==> config.mk <==
export PLATFORM = sky130hd
export DESIGN_NAME = besf_fifo
export DESIGN_NICKNAME = d
export VERILOG_FILES = /design/src/hw/rtl/besf_fifo.sv
export SDC_FILE = /design/constraint.sdc
export NUM_CORES = 1
export LEC_CHECK = 0
export ABC_AREA = 1
export BUFFER_PORTS_ARGS = -buffer_cell sky130_fd_sc_hd__buf_2
export CAP_MARGIN = 15
export CORE_ASPECT_RATIO = 1.1
export CORE_UTILIZATION = 30
export CTS_BUF_LIST = sky130_fd_sc_hd__clkbuf_8 sky130_fd_sc_hd__clkbuf_16
export DETAILED_ROUTE_END_ITERATION = 10
export SYNTH_ARGS = -nofsm -noshare
export SYNTH_HDL_FRONTEND = slang
export SYNTH_SLANG_ARGS = --single-unit
==> constraint.sdc <==
create_clock -name clk -period 4.7 [get_ports clk]
set_clock_uncertainty 0.05 [all_clocks]
set_input_delay 0.705 -clock clk [delete_from_list [all_inputs] [get_ports clk]]
set_output_delay 0.705 -clock clk [all_outputs]
set_load 0.05 [all_outputs]
==> src/hw/rtl/besf_fifo.sv <==
`default_nettype none

module besf_fifo #(
  parameter int DATA_W = 8,
  parameter int DEPTH  = 4
) (
  input  logic              clk,
  input  logic              rst_n,
  input  logic              push,
  input  logic [DATA_W-1:0] din,
  output logic              full,
  input  logic              pop,
  output logic [DATA_W-1:0] dout,
  output logic              empty
);

  localparam int AW   = (DEPTH > 1) ? $clog2(DEPTH) : 1;
  localparam int CNTW = $clog2(DEPTH + 1);

  logic [DATA_W-1:0] mem_r [DEPTH];
  logic [AW-1:0]     wr_ptr_r, wr_ptr_nxt;
  logic [AW-1:0]     rd_ptr_r, rd_ptr_nxt;
  logic [CNTW-1:0]   cnt_r, cnt_nxt;
  logic              push_go, pop_go;

  always_comb begin
    full    = cnt_r == CNTW'(DEPTH);
    empty   = cnt_r == '0;
    push_go = push & ~full;
    pop_go  = pop & ~empty;

    wr_ptr_nxt = wr_ptr_r;
    if (push_go) begin
      wr_ptr_nxt = (wr_ptr_r == AW'(DEPTH - 1)) ? '0 : wr_ptr_r + AW'(1);
    end
    rd_ptr_nxt = rd_ptr_r;
    if (pop_go) begin
      rd_ptr_nxt = (rd_ptr_r == AW'(DEPTH - 1)) ? '0 : rd_ptr_r + AW'(1);
    end
    cnt_nxt = cnt_r + CNTW'(push_go) - CNTW'(pop_go);
  end

  always_ff @(posedge clk) begin
    if (!rst_n) begin
      wr_ptr_r <= '0;
      rd_ptr_r <= '0;
      cnt_r    <= '0;
    end else begin
      wr_ptr_r <= wr_ptr_nxt;
      rd_ptr_r <= rd_ptr_nxt;
      cnt_r    <= cnt_nxt;
    end
  end

  always_ff @(posedge clk) begin
    if (push_go) begin
      mem_r[wr_ptr_r] <= din;
    end
  end

  assign dout = mem_r[rd_ptr_r];

endmodule

`default_nettype wire

==> results.sh <==
export IMPL_cp_start_kind="register"
export IMPL_synth_cell_types=20
export IMPL_total_power_mw=1.23
export IMPL_cts_root_buf="clkbuf_8"
export IMPL_die_area_mm2=0.00591
export IMPL_fill_cells=566
export IMPL_htree_levels=2
export IMPL_reg2reg_depth=10
export IMPL_tightest_slew_ps=821
export IMPL_viasPerCell=4.16
export IMPL_clock_latency_ps=290
export IMPL_cts_buffer_depth=2
export IMPL_layout_min_cycle_time_ps=2500
export IMPL_clk_pin_slew_ps=80
export IMPL_grt_max_degree=18
export IMPL_numCtsBuffers=5
export IMPL_wl_um=2820
export IMPL_clock_fmax_mhz=400
export IMPL_synth_seq_area_share=0.678
export IMPL_min_period_over_period=0.532
export IMPL_drt_iter0_drc=54
export IMPL_grt_usage=0.109
export IMPL_syn_instance_count=142
export IMPL_multi_input_area_um2=455
export IMPL_die_y_um=80.6
export IMPL_diodes=0
export IMPL_row_count=28
export IMPL_portBuffers=21
export IMPL_drive_above_1_share=0.207
export IMPL_p_sw_mw=0.506
export IMPL_syn_to_final_growth_pct=17.1
export IMPL_status="complete, no violations"
export IMPL_hold_buffers=0
export IMPL_regArea_mm2=0.00114
export IMPL_gp_congestion=0.674
export IMPL_path_max_fanout=17
export IMPL_slew_viol_final=0
export IMPL_final_antenna_net_count=0
export IMPL_gr_total_overflow=0
export IMPL_final_cell_mix="edfxtp_1 (32), nor2_1 (29), buf_2 (21), inv_1 (17)"
export IMPL_cp_arrival_ps=1750
export IMPL_syn_avg_cell_area_um2=11.9
export IMPL_clockPowerShare=0.214
export IMPL_critPathCaptureType="primary output"
export IMPL_max_vdd_ir_drop_v=0.000407
export IMPL_pwr_share_comb=0.384
export IMPL_drcViolationCount=0
export IMPL_cts_resized=0
export IMPL_cts_sinks=41
export IMPL_hold_path_class="reg2reg"
export IMPL_nNetsFinal=188
export IMPL_post_place_ws_ps=2470
export IMPL_r2r_setup_slack_ps=2770
export IMPL_final_common_cell="edfxtp_1"
export IMPL_syn_area_mm2=0.00168
export IMPL_grt_pass1_wl_um=4590
export IMPL_maxCapViolations=0
export IMPL_grt_pass1_vias=982
export IMPL_p_sw_frac=0.410
export IMPL_wl_per_cell_um=11.5
export IMPL_vias=1014
export IMPL_worst_slew_margin_rel=0.451
export IMPL_start_util=0.312
export IMPL_reg2reg_to="cnt_r[2]$_SDFF_PN0_"
export IMPL_rsz0062_at_grt="no"
export IMPL_syn_nets=162
export IMPL_pin_count=22
export IMPL_critPathKind="reg2out"
export IMPL_worstPathRequired_ps=3940
export IMPL_antenna_found_initial=0
export IMPL_timing_rr_start="cnt_r[1]$_SDFF_PN0_"
export IMPL_internal_power_mw=0.727
export IMPL_post_dp_hpwl_um=1910
export IMPL_seqPwrFrac=0.402
export IMPL_die_x_um=73.4
export IMPL_core_mm2=0.00540
export IMPL_cts_tree="done"
export IMPL_powerDensity_mw_per_mm2=626
export IMPL_tns_ps=0
export IMPL_p_leak_nw=0.790
export IMPL_crit_path_end="dout[5]"
export IMPL_synth_seq_cells=41
export IMPL_hold_viol=0
export IMPL_post_cts_buffers=0
export IMPL_finalWorstSetupSlack_ps=2200
export IMPL_ys_warn_count=0
export IMPL_dr_pass1_iters=4
export IMPL_setup_viol=0
## registers in the layout, indices dropped and copies added (netlist names), named ones only
signal    cells
mem_r        32
wr_ptr_r      2
cnt_r         3
rd_ptr_r      2
## kinds of logic after synthesis
kind of cell,count (synthesis),synth area share
AND/OR/NAND/NOR,47,0.114
buffers and inverters,19,0.0513
XOR/XNOR,1,0.00521
flip-flops,41,0.678
adder cells (fa/ha/maj),8,0.0639
AO/OA/AOI/OAI,26,0.0877
## critical path: stages, from the launching register on
cell,delay (ps)
dfxtp_1,670
inv_2,270
o21ai_0,210
o22ai_1,100
buf_2,220
## how the worst min path moves through the flow
stage                                          end  cells past startpoint                      from
after floorplan                           register                      2  rd_ptr_r[1]$_SDFFE_PN0N_
after global placement    rd_ptr_r[1]$_SDFFE_PN0N_                      2  rd_ptr_r[1]$_SDFFE_PN0N_
after detailed placement  rd_ptr_r[1]$_SDFFE_PN0N_                      2  rd_ptr_r[1]$_SDFFE_PN0N_
after CTS                 rd_ptr_r[1]$_SDFFE_PN0N_                      2  rd_ptr_r[1]$_SDFFE_PN0N_
after global routing      rd_ptr_r[0]$_SDFFE_PN0N_                      2  rd_ptr_r[0]$_SDFFE_PN0N_
final                     rd_ptr_r[1]$_SDFFE_PN0N_                      2  rd_ptr_r[1]$_SDFFE_PN0N_
## cell type report
type	instances	area share
flip-flops and latches	41	0.579
multi-input cells	82	0.231
clock buffers	7	0.0546
repair buffers	21	0.0533
well taps	75	0.0476
inverters	17	0.0324
clock inverters	1	0.00190
## per-layer routing
metal  vias to the layer above  track usage  routed length (µm)
met3                         5       0.0402                 134
met5                         -            0                   0
li1                        532            -                   -
met1                       459        0.128                1240
met4                         0       0.0462                  52
met2                        18        0.177                1390
## through the flow
step | utilization | hold slack, ps | std cells | cell area (µm²)
finish | 0.365 | 491 | 244 | 1970
global route | 0.365 | 539 | 244 | 1970
CTS | 0.365 | 486 | 244 | 1970
detailed placement | 0.345 | 476 | 236 | 1860
global placement | 0.345 | 467 | 236 | 1860
floorplan | - | 433 | 142 | 1680
## power groups by stage
stage	sequential (mW)	clock (mW)	combinational, mW
floorplan	0.487	0	0.396
global placement	0.503	0	0.478
detailed placement	0.505	0	0.482
CTS	0.497	0.268	0.483
global route	0.503	0.285	0.526
finish	0.495	0.264	0.474
## cell usage after synthesis
master,n,share of area
edfxtp_1,32,0.57
nor2_1,29,0.065
inv_1,16,0.036
nand2_1,12,0.027
o21ai_0,12,0.036
dfxtp_1,9,0.11
o22ai_1,8,0.030
ha_1,7,0.052
a21oi_1,2,0.0059
buf_6,2,0.013
nor2_2,2,0.0074
o21ai_1,2,0.0059
o21ai_2,2,0.010
fa_1,1,0.012
inv_2,1,0.0022
nand2_2,1,0.0037
nand3_1,1,0.0030
nand3b_1,1,0.0045
or2_2,1,0.0037
xnor2_1,1,0.0052
No activity file was read; power rests on OpenSTA's default activity.
