--- config.mk ---
export PLATFORM = sky130hd
export DESIGN_NAME = besf_front
export DESIGN_NICKNAME = d
export VERILOG_FILES = /design/src/hw/rtl/besf_pkg.sv /design/src/hw/rtl/besf_front.sv
export SDC_FILE = /design/constraint.sdc
export NUM_CORES = 1
export LEC_CHECK = 0
export BUFFER_PORTS_ARGS = -buffer_cell sky130_fd_sc_hd__buf_2
export CAP_MARGIN = 20
export CORE_MARGIN = 4
export CORE_UTILIZATION = 60
export CTS_CLUSTER_DIAMETER = 60
export CTS_CLUSTER_SIZE = 16
export DETAILED_ROUTE_END_ITERATION = 10
export MAX_ROUTING_LAYER = met4
export PLACE_DENSITY = 0.81
export SYNTH_ARGS = -nofsm -noshare
export SYNTH_HDL_FRONTEND = slang
export SYNTH_SLANG_ARGS = --single-unit
--- constraint.sdc ---
create_clock -name clk -period 4.25 [get_ports clk]
set_clock_uncertainty 0.2 [all_clocks]
set_input_delay 0.2125 -clock clk [delete_from_list [all_inputs] [get_ports clk]]
set_output_delay 0.2125 -clock clk [all_outputs]
set_load 0.01 [all_outputs]
--- src/hw/rtl/besf_pkg.sv ---
`default_nettype none

package besf_pkg;

  localparam int CFG_IDX_W    = 2;
  localparam int CFG_DATA_W   = 13;
  localparam int IMG_WIDTH_W  = 11;
  localparam int IMG_HEIGHT_W = 13;

  localparam logic [CFG_IDX_W-1:0] CFG_IMAGE_WIDTH     = 2'd0;
  localparam logic [CFG_IDX_W-1:0] CFG_IMAGE_HEIGHT    = 2'd1;
  localparam logic [CFG_IDX_W-1:0] CFG_EIGHT_CONNECTED = 2'd2;

  localparam logic OP_PIXEL = 1'b0;
  localparam logic OP_DRAIN = 1'b1;

  localparam int ROW_BANKS = 4;
  localparam int BANK_W    = 2;
  localparam int CMD_DEPTH = 4;
  localparam int OUT_DEPTH = 4;

  localparam logic [1:0] BOT_NONE  = 2'd0;
  localparam logic [1:0] BOT_LEFT  = 2'd1;
  localparam logic [1:0] BOT_MID   = 2'd2;
  localparam logic [1:0] BOT_ALL   = 2'd3;

  typedef struct packed {
    logic              wr;
    logic              pix;
    logic [BANK_W-1:0] wr_bank;
    logic              emit;
    logic              last;
    logic [BANK_W-1:0] res_bank;
    logic              top_ok;
    logic              bot_ok;
    logic              left_ok;
    logic              right_ok;
    logic              right_avail;
    logic [1:0]        bot_cnt;
  } besf_cmd_t;

  typedef struct packed {
    logic keep;
    logic last;
  } besf_res_t;

endpackage

`default_nettype wire

--- src/hw/rtl/besf_front.sv ---
`default_nettype none

module besf_front #(
  parameter int MAX_WIDTH  = 1024,
  parameter int MAX_HEIGHT = 4096
) (
  input  logic                             clk,
  input  logic                             rst_n,
  input  logic                             in_push,
  input  logic                             in_op,
  input  logic                             in_pixel,
  output logic                             in_full,
  input  logic                             cfg_valid,
  output logic                             cfg_ready,
  input  logic [besf_pkg::CFG_IDX_W-1:0]   cfg_index,
  input  logic [besf_pkg::CFG_DATA_W-1:0]  cfg_data,
  output logic                             cmd_push,
  output besf_pkg::besf_cmd_t              cmd,
  output logic [$clog2(MAX_WIDTH)-1:0]     cmd_wr_col,
  output logic [$clog2(MAX_WIDTH)-1:0]     cmd_res_col,
  input  logic                             cmd_full,
  output logic                             eight_conn
);

  localparam int WW    = $clog2(MAX_WIDTH + 1);
  localparam int HW    = $clog2(MAX_HEIGHT + 1);
  localparam int CW    = $clog2(MAX_WIDTH);
  localparam int RW    = $clog2(MAX_HEIGHT);
  localparam int PW    = $clog2(MAX_WIDTH + 2);
  localparam int BW    = besf_pkg::BANK_W;
  localparam int W_RST = (MAX_WIDTH < 1024) ? MAX_WIDTH : 1024;
  localparam int H_RST = (MAX_HEIGHT < 1024) ? MAX_HEIGHT : 1024;

  function automatic int clamp_geom(int v, int hi);
    int r;
    r = v;
    if (v < 1) begin
      r = 1;
    end else if (v > hi) begin
      r = hi;
    end
    return r;
  endfunction

  logic [WW-1:0] img_w_r, img_w_nxt;
  logic [HW-1:0] img_h_r, img_h_nxt;
  logic          eight_r, eight_nxt;
  logic [CW-1:0] in_col_r, in_col_nxt;
  logic [HW-1:0] in_row_r, in_row_nxt;
  logic [CW-1:0] res_col_r, res_col_nxt;
  logic [RW-1:0] res_row_r, res_row_nxt;
  logic [PW-1:0] pend_r, pend_nxt;

  logic          accept, active, pix_go, drain_go, emit, restart;
  logic [PW-1:0] w_p1;
  logic          pend_full, pend_eq_w;
  logic          res_right, res_bottom, in_right;

  always_comb begin
    in_full   = cmd_full;
    cfg_ready = 1'b1;
    accept    = in_push & ~cmd_full;
    active    = in_row_r < img_h_r;
    pix_go    = (in_op == besf_pkg::OP_PIXEL) & active;
    drain_go  = (in_op == besf_pkg::OP_DRAIN) & (pend_r != '0);
    w_p1      = PW'(img_w_r) + PW'(1);
    pend_full = pend_r >= w_p1;
    pend_eq_w = pend_r == PW'(img_w_r);
    emit      = pix_go ? pend_full : drain_go;

    res_right  = WW'(res_col_r) == (img_w_r - WW'(1));
    res_bottom = HW'(res_row_r) == (img_h_r - HW'(1));
    in_right   = WW'(in_col_r) == (img_w_r - WW'(1));

    cmd.wr          = pix_go;
    cmd.pix         = in_pixel;
    cmd.wr_bank     = in_row_r[BW-1:0];
    cmd.emit        = emit;
    cmd.last        = res_right & res_bottom;
    cmd.res_bank    = res_row_r[BW-1:0];
    cmd.top_ok      = res_row_r != '0;
    cmd.bot_ok      = ~res_bottom;
    cmd.left_ok     = res_col_r != '0;
    cmd.right_ok    = ~res_right;
    cmd.right_avail = pix_go | (pend_r >= PW'(2));
    if (pix_go) begin
      cmd.bot_cnt = besf_pkg::BOT_ALL;
    end else if (pend_full) begin
      cmd.bot_cnt = besf_pkg::BOT_MID;
    end else if (pend_eq_w) begin
      cmd.bot_cnt = besf_pkg::BOT_LEFT;
    end else begin
      cmd.bot_cnt = besf_pkg::BOT_NONE;
    end
    cmd_wr_col  = in_col_r;
    cmd_res_col = res_col_r;
    cmd_push    = accept & (pix_go | drain_go);

    img_w_nxt   = img_w_r;
    img_h_nxt   = img_h_r;
    eight_nxt   = eight_r;
    in_col_nxt  = in_col_r;
    in_row_nxt  = in_row_r;
    res_col_nxt = res_col_r;
    res_row_nxt = res_row_r;
    pend_nxt    = pend_r;
    restart     = 1'b0;

    if (accept) begin
      if (pix_go) begin
        if (in_right) begin
          in_col_nxt = '0;
          in_row_nxt = in_row_r + HW'(1);
        end else begin
          in_col_nxt = in_col_r + CW'(1);
        end
        pend_nxt = emit ? pend_r : pend_r + PW'(1);
      end else if (drain_go) begin
        pend_nxt = pend_r - PW'(1);
      end
      if (emit) begin
        if (res_right) begin
          res_col_nxt = '0;
          res_row_nxt = res_row_r + RW'(1);
        end else begin
          res_col_nxt = res_col_r + CW'(1);
        end
        if (cmd.last) begin
          restart = 1'b1;
        end
      end
    end

    if (cfg_valid) begin
      if (cfg_index == besf_pkg::CFG_IMAGE_WIDTH) begin
        img_w_nxt = WW'(clamp_geom(int'(cfg_data[besf_pkg::IMG_WIDTH_W-1:0]), MAX_WIDTH));
        restart   = 1'b1;
      end else if (cfg_index == besf_pkg::CFG_IMAGE_HEIGHT) begin
        img_h_nxt = HW'(clamp_geom(int'(cfg_data[besf_pkg::IMG_HEIGHT_W-1:0]), MAX_HEIGHT));
        restart   = 1'b1;
      end else if (cfg_index == besf_pkg::CFG_EIGHT_CONNECTED) begin
        eight_nxt = cfg_data[0];
      end
    end

    if (restart) begin
      in_col_nxt  = '0;
      in_row_nxt  = '0;
      res_col_nxt = '0;
      res_row_nxt = '0;
      pend_nxt    = '0;
    end
  end

  always_ff @(posedge clk) begin
    if (!rst_n) begin
      img_w_r   <= WW'(W_RST);
      img_h_r   <= HW'(H_RST);
      eight_r   <= 1'b0;
      in_col_r  <= '0;
      in_row_r  <= '0;
      res_col_r <= '0;
      res_row_r <= '0;
      pend_r    <= '0;
    end else begin
      img_w_r   <= img_w_nxt;
      img_h_r   <= img_h_nxt;
      eight_r   <= eight_nxt;
      in_col_r  <= in_col_nxt;
      in_row_r  <= in_row_nxt;
      res_col_r <= res_col_nxt;
      res_row_r <= res_row_nxt;
      pend_r    <= pend_nxt;
    end
  end

  assign eight_conn = eight_r;

endmodule

`default_nettype wire

==> metrics.csv, run 1 <==
stage,metric,value,unit
synthesis,ys async rst share,0,
place,# port buffers,57,
sta,Final Hold Fails,0,
sta,# setup viols final,0,
clock_network,CTS Sinks,81,
worst_hold_path,Hold Path Class,primary input to register,
floorplanning,Initial Utilization,0.620,
place,GP Congestion,0.977,
grt,largest net degree at the start of global routing,47,
grt,met3 GRT Util,0.0379,
sta,TNS Setup,0,ps
synthesis,Synth Flop Type,dfxtp_1,
floorplanning,cell row count,36,
grt,grt total ovfl,0,
floorplanning,io pins,61,
power_and_ir_drop,power density cells,261,nW/um2
power_and_ir_drop,Net Sw Power,507,uW
synthesis,Synth Area per Inst,8.16,um2
sta,Slew HR,0.447,
sta,final slew viol count,0,
critical_path,r2r startpoint,img_h_r[7],
detailed_routing,drt wl/cell,17.7,um
detailed_routing,final antenna-violating net count,0,
clock_network,CTS tree,yes,
grt,met1 Usage GRT,0.384,
clock_network,Num CTS Buffers,9,
cells_and_area,layout cell share with drive strength beyond 1,0.142,
cells_and_area,Nets,862,
synthesis,post-synth top area share,0.266,
power_and_ir_drop,Sequential Power Share,0.444,
power_and_ir_drop,worst-case vdd ir drop,167,uV
critical_path,CP Capture Type,register,
grt,GRT Total Usage,0.294,
place,DP Area,6470,um2
synthesis,Synth top cells by count,"dfxtp_1 (81), nor2_1 (60), xnor2_1 (60), ha_1 (41), nand2_1 (39)",
detailed_routing,DR vias,5825,
detailed_routing,# DRC,0,
floorplanning,die area,11800,um2
clock_network,clock-pin slew on the worst setup and hold paths,80,ps
power_and_ir_drop,Sw Share,0.285,
cells_and_area,fin area,6820,um2
critical_path,CP Cell Sequence,inv_1 -> ha_1 -> and3_1 -> a221oi_1 -> o21ai_0 -> a21oi_2 -> o21ai_2 -> buf_4 -> ha_1 -> nand3_1 -> nand4_1 -> o211ai_1 -> o21ai_1 -> xnor2_1 -> or3_1 -> a21oi_1,
cells_and_area,Filler cells,821,
clock_network,Root Driver,clkbuf_8,
synthesis,cell area after synthesis,6090,um2
critical_path,startpoint types,register,
synthesis,Post-synth EDFFs,0,
cells_and_area,Area Overhead vs Synth,11.9,%
synthesis,top-count cell post-synth,dfxtp_1,
clock_network,Clock Latency Late Sink,370,ps
floorplanning,chip height,109,um
grt,initial antenna violation count,0,
place,hpwl dp,12.3,mm
critical_path,CP Data Required Time,4350,ps
synthesis,post-synthesis cell type count,67,
grt,Most Crowded Layer GR,met2,
power_and_ir_drop,Comb pwr share,0.189,
floorplanning,Core Region,9820,um2
detailed_routing,Initial DRT Pass Iterations,5,
detailed_routing,final WL,16.6,mm
synthesis,Mapped Nets,810,
synthesis,top cell type by total area after synthesis,dfxtp_1,
power_and_ir_drop,internal power of the cells,1.27,mW
synthesis,register area share after synthesis,0.266,
sta,post-layout min period,3970,ps
synthesis,Synthesis Warnings,0,
worst_hold_path,HP Start,cfg_data[10],
critical_path,maximum net fanout on the critical path,10,
sta,post-route clock period utilization,0.935,
critical_path,critical path's slowest cell,dfxtp_1,
cells_and_area,Inserted Diodes,0,
detailed_routing,Detailed Route Iter0 Violations,503,
clock_network,Clock Path Buffers,2,
synthesis,top post-synthesis cells by area,"dfxtp_1 (27%), xnor2_1 (8.6%), ha_1 (8.4%)",
flow_run,MaxCap Viol Count,0,
outcome,status,finished clean,
grt,first-pass GRT wire length,26.9,mm
critical_path,largest stage delay on the critical path,400,ps
clock_network,"Setup Fix Bufs, Post-CTS",0,
power_and_ir_drop,Leak,2.75,nW
sta,Worst-Margin Slew,826,ps
critical_path,CP Class,register to register,
synthesis,Gate Count Post-Synth,746,
clock_network,H-tree depth,3,
floorplanning,Chip Width,109,um
sta,f_max,0.252,GHz
critical_path,Worst path most repeated cell,ha_1,
grt,grt met2 use,0.475,
power_and_ir_drop,clock power share,0.367,
grt,vias in the first global route,5535,
critical_path,WP data arrival,4070,ps
detailed_routing,DR vias/cell,6.23,
synthesis,register bit total from synthesis,81,
critical_path,CP Launch Point,img_h_r[7],
-- final cells by class --
type | instances | area, um2 | share of cell area
multi-input cells | 585 | 4120 | 0.605
flip-flops and latches | 81 | 1630 | 0.238
repair buffers | 86 | 543 | 0.0797
well taps | 133 | 166 | 0.0244
clock buffers | 11 | 151 | 0.0222
inverters | 35 | 131 | 0.0193
clock inverters | 4 | 76.3 | 0.0112
-- kinds of logic (layout without fill, tap and decap cells) --
| kind of cell | count (synthesis) | after routing | share of synthesized area |
|---|---|---|---|
| AND/OR/NAND/NOR | 293 | 293 | 0.266 |
| AO/OA/AOI/OAI | 140 | 140 | 0.152 |
| XOR/XNOR | 96 | 96 | 0.147 |
| flip-flops | 81 | 81 | 0.266 |
| buffers and inverters | 80 | 136 | 0.0592 |
| adder cells (fa/ha/maj) | 42 | 42 | 0.0875 |
| multiplexers | 13 | 13 | 0.0214 |
| other | 1 | 1 | 0.000616 |
-- power by group through the flow --
stage	Combinational, mW	Sequential (mW)	Clock (mW)
floorplan	0.236	0.800	0
global placement	0.308	0.807	0
detailed placement	0.320	0.808	0
CTS	0.330	0.790	0.656
global route	0.368	0.793	0.692
finish	0.338	0.791	0.654
-- repair_timing --
action / CTS / global route
hold endpoints to repair: 15 / 0
hold buffers: 11 / 0
setup endpoints to repair: 0 / 10
gates resized for setup: 0 / 6
-- placed cells by master (no fill, tap or decap), types with 4 or more instances in the layout --
| cell type | n |
|---|---|
| a22oi_1 | 13 |
| nor3_1 | 25 |
| a31oi_1 | 4 |
| clkbuf_8 | 11 |
| nand4_1 | 17 |
| xor2_1 | 32 |
| nand3_1 | 31 |
| dlygate4sd3_1 | 11 |
| a21o_1 | 8 |
| dfxtp_1 | 78 |
| or4_1 | 6 |
| mux2i_1 | 13 |
| and3_1 | 8 |
| nor4_1 | 17 |
| buf_4 | 17 |
| buf_2 | 57 |
| nor2b_1 | 28 |
| nor3b_1 | 16 |
| nand2b_1 | 10 |
| o211ai_1 | 7 |
| inv_1 | 35 |
| a21oi_1 | 36 |
| o21ai_1 | 4 |
| o31ai_1 | 4 |
| xnor2_1 | 60 |
| a211oi_1 | 10 |
| or3_1 | 11 |
| ha_1 | 41 |
| nand2_1 | 39 |
| o21ai_0 | 20 |
| a2111oi_0 | 7 |
| nor2_1 | 60 |
| xnor3_1 | 4 |
-- critical path, delay by kind of cell (launching register included) --
family | cells | cell delay, ps
AO/OA/AOI/OAI | 7 | 1360
XOR/XNOR | 1 | 100
adder cells (fa/ha/maj) | 2 | 690
buffers and inverters | 2 | 340
flip-flops | 1 | 400
AND/OR/NAND/NOR | 4 | 800
-- flip-flops by register name (all words and copies together) (netlist names) --
| name | count |
|---|---|
| res_row_r | 12 |
| cmd_wr_col | 10 |
| eight_conn | 1 |
| in_row_r | 13 |
| img_w_r | 11 |
| cmd_res_col | 10 |
| img_h_r | 13 |
| pend_r | 11 |
-- through the flow --
stage	hold WS [ps]	std cells	worst slack, ps	util	power, mW
after global routing	22.1	935	-34.9	0.694	1.85
final	27.9	935	277	0.694	1.78
after global placement	225	909	316	0.659	1.12
after detailed placement	225	909	51.6	0.659	1.13
after CTS	8.07	935	25.1	0.693	1.78
after floorplan	141	746	318	-	1.04
-- routing by layer --
layer / vias to the layer above / share of wire
met3: 27 / 0.073
met2: 241 / 0.47
met4: 0 / 0.019
li1: 2767 / -
met1: 2790 / 0.44
met5: - / 0
-- worst paths after layout --
kind | to | slack, ps | depth (start not counted)
max | pend_r[10] | 280 | 16
min | img_w_r[10] | 30 | 3
max reg2reg | pend_r[10] | 280 | 16
min reg2reg | in_row_r[5] | 320 | 2
Note: power is estimated with default switching activity, not from simulation.
==> inputs of run 2 (changes only) <==
Settings changed: CTS_CLUSTER_DIAMETER 60 to 100, SETUP_SLACK_MARGIN set to 0.4.
==> run 2 against run 1 <==
  * Fmax rose by 7.3%
  * Via count rose by 0.19%
  * Count of clock-buffer cells in the layout fell by 1
  * Worst hold slack worse by 4.6 ps
  * Sequential power about the same
  * Core utilization is 1.1 points higher
  * Sequential share of layout area decreased by 0.19 points
  * Die area is the same
  * Critical path type is now register to output pin
  * Largest power group unchanged
==> metrics.csv, run 2 (synthesized netlist as in run 1, its figures left out) <==
stage,metric,value,unit,change
power_and_ir_drop,Comb pwr share,0.196,,+0.007
grt,GRT Total Usage,0.295,,+0.000945
cells_and_area,layout cell share with drive strength beyond 1,0.170,,+0.0276
cells_and_area,biggest regs,"img_h_r (13), in_row_r (13), res_row_r (12)",,
floorplanning,Chip Width,109,um,unchanged
sta,final slew viol count,0,,unchanged
place,GP Congestion,0.994,,+1.8%
power_and_ir_drop,Sequential Power Share,0.450,,+0.006
detailed_routing,final antenna-violating net count,0,,unchanged
critical_path,CP Capture Type,output pin,,
power_and_ir_drop,clock power share,0.354,,-0.013
sta,Worst-Margin Slew,878,ps,+52.3 ps
critical_path,flop-to-flop setup slack,560,ps,+280 ps
worst_hold_path,HP Start,cfg_index[0],,
power_and_ir_drop,Sw Share,0.310,,+0.0256
critical_path,CP Class,register to output pin,,
grt,initial antenna violation count,0,,unchanged
worst_hold_path,Hold Path Class,primary input to register,,
cells_and_area,register area,1640,um2,+0.85%
power_and_ir_drop,Net Sw Power,546,uW,+7.6%
cells_and_area,Inserted Diodes,0,,unchanged
clock_network,Root Driver,clkbuf_8,,
worst_hold_path,hold path cells,4,,+1
sta,post-layout min period,3700,ps,-271 ps
clock_network,CTS tree,yes,,
place,# port buffers,57,,unchanged
clock_network,H-tree depth,3,,unchanged
place,DP Area,6480,um2,+0.17%
floorplanning,Initial Utilization,0.620,,unchanged
critical_path,CP Data Required Time,3840,ps,-510 ps
grt,largest net degree at the start of global routing,36,,-23%
power_and_ir_drop,Leak,2.79,nW,+1.4%
cells_and_area,Filler cells,825,,+0.49%
detailed_routing,DR vias,5836,,+0.19%
clock_network,Num CTS Buffers,9,,unchanged
cells_and_area,"commonest non-fill, non-tap cell in the layout",dfxtp_1,,
detailed_routing,final WL,16.7,mm,+0.57%
sta,f_max,0.270,GHz,+7.3%
sta,unrepaired setup endpoints after global routing,yes,,
critical_path,r2r startpoint,img_h_r[4],,
critical_path,R2R cell count,15,,-1
clock_network,clock-pin slew on the worst setup and hold paths,90,ps,about the same
clock_network,Clock Latency Late Sink,380,ps,about the same
outcome,status,finished clean,,
sta,TNS Setup,0,ps,unchanged
detailed_routing,DR vias/cell,6.21,,-0.34%
place,hpwl dp,12.3,mm,+0.25%
detailed_routing,Initial DRT Pass Iterations,5,,unchanged
critical_path,maximum net fanout on the critical path,8,,-2
cells_and_area,"commonest non-fill, non-tap cells in the layout","dfxtp_1 (71), xnor2_1 (60), nor2_1 (59)",,
detailed_routing,drt wl/cell,17.8,um,about the same
clock_network,CTS Sinks,81,,unchanged
floorplanning,cell row count,36,,unchanged
critical_path,WP data arrival,3290,ps,-780 ps
floorplanning,chip height,109,um,unchanged
grt,vias in the first global route,5462,,-1.3%
critical_path,startpoint types,register,,
flow_run,MaxCap Viol Count,0,,unchanged
critical_path,r2r endpoint,pend_r[10],,
cells_and_area,fin area,6930,um2,+1.7%
detailed_routing,Detailed Route Iter0 Violations,469,,-6.8%
floorplanning,Core Region,9820,um2,unchanged
place,placed insts,910,,+0.11%
cells_and_area,Post-Layout Cell Count,940,,+0.53%
sta,post-route clock period utilization,0.871,,-0.0638
sta,Slew HR,0.412,,-0.0350
cells_and_area,Area Overhead vs Synth,13.8,%,
clock_network,Clock Path Buffers,2,,unchanged
power_and_ir_drop,worst-case vdd ir drop,180,uV,+8.0%
cells_and_area,area of the multi-input gates,4210,um2,+2.2%
power_and_ir_drop,power density cells,254,nW/um2,-2.9%
grt,first-pass GRT wire length,26.8,mm,-0.28%
sta,Final Hold Fails,0,,unchanged
sta,# setup viols final,0,,unchanged
floorplanning,io pins,61,,unchanged
cells_and_area,Nets,866,,+0.46%
grt,grt total ovfl,0,,unchanged
power_and_ir_drop,internal power of the cells,1.21,mW,-4.8%
worst_hold_path,hold endpoint,eight_conn,,
floorplanning,die area,11800,um2,unchanged
detailed_routing,# DRC,0,,unchanged
-- run 2: through the flow --
step | hold WS [ps] | worst slack [ps] | power, mW | utilization
2_1_floorplan | 141 | 457 | 1.04 | -
3_3_place_gp | 225 | 310 | 1.12 | 0.660
3_5_place_dp | 225 | 226 | 1.12 | 0.660
4_1_cts | 11.9 | 422 | 1.74 | 0.695
5_1_grt | 53.3 | 322 | 1.83 | 0.706
6_report | 23.3 | 548 | 1.76 | 0.706
-- run 2: layout make-up --
| class | count | share of cell area |
|---|---|---|
| clock inverter | 6 | 0.0110 |
| sequential | 81 | 0.237 |
| timing repair buffer | 89 | 0.0816 |
| multi-input combinational | 586 | 0.608 |
| clock buffer | 10 | 0.0199 |
| tap | 133 | 0.0240 |
| inverter | 35 | 0.0190 |
-- run 2: how the worst max path moves through the flow --
stage | startpoint | endpoint | slack [ps] | cells after the start
after floorplan | img_h_r[6] | pend_r[10] | 460 | 17
after global placement | img_h_r[6] | pend_r[10] | 310 | 16
after detailed placement | img_h_r[6] | pend_r[10] | 230 | 16
after CTS | img_w_r[1] | cmd[10] | 420 | 15
after global routing | img_h_r[6] | pend_r[10] | 320 | 16
final | img_w_r[0] | cmd[9] | 550 | 11
-- run 2: routing by layer --
metal  track usage  routed length [um]  vias to the layer above
met4        0.0920                 395                        0
met2         0.460                7680                      251
met1         0.393                7350                     2768
met3        0.0480                1260                       36
met5             -                   0                        -
li1              -                   -                     2781
-- run 2: what timing repair did --
| action | CTS | global route |
|---|---|---|
| endpoints found under the hold margin | 17 | 0 |
| setup buffers | 1 | 1 |
| endpoints found under the setup margin | 3 | 13 |
| hold buffers | 11 | 0 |
| pin swaps | 1 | 5 |
| gates cloned | 0 | 1 |
| gates resized for setup | 5 | 26 |
-- run 2: power groups by stage --
stage	sequential, mW	combinational, mW	clock (mW)
after floorplan	0.800	0.237	0
after global placement	0.808	0.308	0
after detailed placement	0.809	0.315	0
after CTS	0.791	0.328	0.625
after global routing	0.794	0.378	0.655
final	0.791	0.346	0.623
-- run 2: critical path, stage by stage (launching register included) --
cell       delay, ps
dfxtp_1          330
buf_4            180
inv_1            100
ha_1             260
or3b_2           530
a21oi_1          200
nor2_1            80
or3_1            380
nor4_1           350
o2111ai_2        230
nor2_1           130
buf_2            130
==> inputs of run 3 (changes only) <==
Settings changed: MAX_ROUTING_LAYER met4 to unset.
==> run 3 against run 2 <==
  * Largest power group unchanged
  * Critical path depth is 6 higher
  * Non-clock buffer count grew 10
  * Count of clock-buffer cells in the layout did not move
  * Sequential cell count unchanged
  * Clock power is 2% higher
==> metrics.csv, run 3 (synthesized netlist as in run 1, its figures left out) <==
stage,metric,value,unit,change
power_and_ir_drop,clock power share,0.355,,about the same
detailed_routing,drt wl/cell,18.3,um,+2.9%
cells_and_area,fin area,7040,um2,+1.6%
floorplanning,die area,11800,um2,unchanged
cells_and_area,"commonest non-fill, non-tap cells in the layout","dfxtp_1 (72), xnor2_1 (60), nor2_1 (59)",,
place,DP Area,6540,um2,+0.89%
grt,largest net degree at the start of global routing,28,,-22%
grt,grt total ovfl,0,,unchanged
detailed_routing,final WL,17.3,mm,+3.8%
grt,vias in the first global route,5817,,+6.5%
clock_network,Root Driver,clkbuf_8,,
power_and_ir_drop,power density cells,255,nW/um2,+0.56%
critical_path,CP Capture Type,register,,
power_and_ir_drop,Sw Share,0.291,,-0.0189
power_and_ir_drop,Sequential Power Share,0.440,,-0.010
clock_network,CTS tree,yes,,
detailed_routing,Detailed Route Iter0 Violations,612,,+30%
cells_and_area,layout cell share with drive strength beyond 1,0.183,,+0.0128
floorplanning,cell row count,36,,unchanged
detailed_routing,DR vias/cell,6.30,,+1.5%
cells_and_area,Filler cells,776,,-5.9%
critical_path,maximum net fanout on the critical path,5,,-3
critical_path,startpoint types,register,,
clock_network,CTS Sinks,81,,unchanged
clock_network,Clock Latency Late Sink,370,ps,about the same
floorplanning,Chip Width,109,um,unchanged
power_and_ir_drop,Leak,2.84,nW,+1.6%
power_and_ir_drop,Net Sw Power,523,uW,-4.1%
place,GP Congestion,0.967,,-2.8%
outcome,status,finished clean,,
critical_path,CP Data Required Time,4350,ps,+510 ps
cells_and_area,Nets,876,,+1.2%
cells_and_area,Post-Layout Cell Count,949,,+0.96%
sta,unrepaired setup endpoints after global routing,yes,,
cells_and_area,Inserted Diodes,0,,unchanged
sta,post-layout min period,3700,ps,-3.21 ps
worst_hold_path,Hold Path Class,primary input to register,,
place,placed insts,916,,+0.66%
detailed_routing,DR vias,5981,,+2.5%
cells_and_area,Area Overhead vs Synth,15.6,%,
sta,Worst-Margin Slew,877,ps,-1.46 ps
floorplanning,Initial Utilization,0.620,,unchanged
critical_path,CP Class,register to register,,
sta,f_max,0.270,GHz,about the same
place,pre-CTS setup slack,118,ps,-108 ps
sta,Setup WS post-layout,551,ps,+3.21 ps
place,hpwl dp,12.8,mm,+3.8%
flow_run,MaxCap Viol Count,0,,unchanged
power_and_ir_drop,Comb pwr share,0.204,,+0.008
place,# port buffers,57,,unchanged
power_and_ir_drop,internal power of the cells,1.27,mW,+4.9%
sta,hold_ws,12.3,ps,-11.1 ps
sta,final slew viol count,0,,unchanged
floorplanning,io pins,61,,unchanged
clock_network,Num CTS Buffers,9,,unchanged
detailed_routing,# DRC,0,,unchanged
detailed_routing,Initial DRT Pass Iterations,6,,+1
clock_network,Clock Path Buffers,2,,unchanged
grt,initial antenna violation count,0,,unchanged
floorplanning,chip height,109,um,unchanged
cells_and_area,biggest regs,"img_h_r (13), in_row_r (13), res_row_r (12)",,
sta,TNS Setup,0,ps,unchanged
clock_network,H-tree depth,3,,unchanged
grt,first-pass GRT wire length,28.3,mm,+5.4%
sta,# setup viols final,0,,unchanged
sta,post-route clock period utilization,0.870,,about the same
grt,GRT Total Usage,0.300,,+0.00489
clock_network,clock-pin slew on the worst setup and hold paths,90,ps,about the same
power_and_ir_drop,worst-case vdd ir drop,168,uV,-6.8%
cells_and_area,"commonest non-fill, non-tap cell in the layout",dfxtp_1,,
critical_path,WP data arrival,3790,ps,+500 ps
detailed_routing,final antenna-violating net count,0,,unchanged
sta,Slew HR,0.413,,+0.000980
sta,Final Hold Fails,0,,unchanged
floorplanning,Core Region,9820,um2,unchanged
==> run 3: changes by cell type in the layout (fill, tap and decap cells not counted), moves of 2 or more <==
cell / delta
buf_4: +9
clkinv_4: -4
buf_12: +2
clkinv_2: +2
nor3_2: +2
nor3_4: -2
==> run 3: path summary, 6_finish.rpt <==
kind                     start           to  slack (ps)  cells past startpoint
setup / recovery    img_h_r[7]   pend_r[10]         550                     17
hold / removal    cfg_data[12]  img_h_r[10]          10                      2
setup reg to reg    img_h_r[7]   pend_r[10]         550                     17
hold reg to reg    in_row_r[8]  in_row_r[8]         330                      2
==> run 3: power groups by stage <==
| stage | combinational [mW] | sequential [mW] | clock (mW) |
|---|---|---|---|
| after floorplan | 0.237 | 0.800 | 0 |
| after global placement | 0.314 | 0.808 | 0 |
| after detailed placement | 0.324 | 0.809 | 0 |
| after CTS | 0.338 | 0.791 | 0.642 |
| after global routing | 0.398 | 0.794 | 0.675 |
| final | 0.367 | 0.791 | 0.638 |
==> run 3: stage by stage <==
| step | total power [mW] | util |
|---|---|---|
| after floorplan | 1.04 | - |
| after global placement | 1.12 | 0.666 |
| after detailed placement | 1.13 | 0.666 |
| after CTS | 1.77 | 0.700 |
| after global routing | 1.87 | 0.717 |
| final | 1.80 | 0.717 |
==> run 3: layer usage <==
| metal | share of wire | wire length [um] | GRT usage |
|---|---|---|---|
| met5 | 0 | 0 | 0 |
| met4 | 0.033 | 566 | 0.119 |
| met1 | 0.42 | 7210 | 0.386 |
| met2 | 0.47 | 8120 | 0.492 |
| met3 | 0.083 | 1440 | 0.0598 |
==> run 3: critical path, stage by stage (launching register included) <==
cell and delay, ps:
dfxtp_2 380, inv_1 70, ha_1 320, and3_1 220
a221oi_2 260, o21ai_1 120, a21oi_2 140, buf_4 160
o21ai_4 100, fa_2 390, a21o_1 180, nand4_1 110
nand4_1 90, o211ai_1 150, o21ai_1 140, xnor2_1 140
or3_1 310, a21oi_1 140
==> run 3: final cells by class <==
cell class / instances / area (um2) / area share
Inverter: 35 / 131 / 0.0187
Tap cell: 133 / 166 / 0.0236
Clock inverter: 5 / 78.8 / 0.0112
Multi-Input combinational cell: 586 / 4220 / 0.600
Clock buffer: 10 / 138 / 0.0196
Timing Repair Buffer: 99 / 663 / 0.0942
Sequential cell: 81 / 1640 / 0.233
==> run 3: timing repair <==
action / in CTS / in global routing
hold buffers: 9 / 1
gates resized for setup: 8 / 25
setup endpoints to repair: 3 / 57
hold endpoints to repair: 13 / 1
setup buffers: 1 / 6
pin swaps: 1 / 5
cloned: 0 / 1
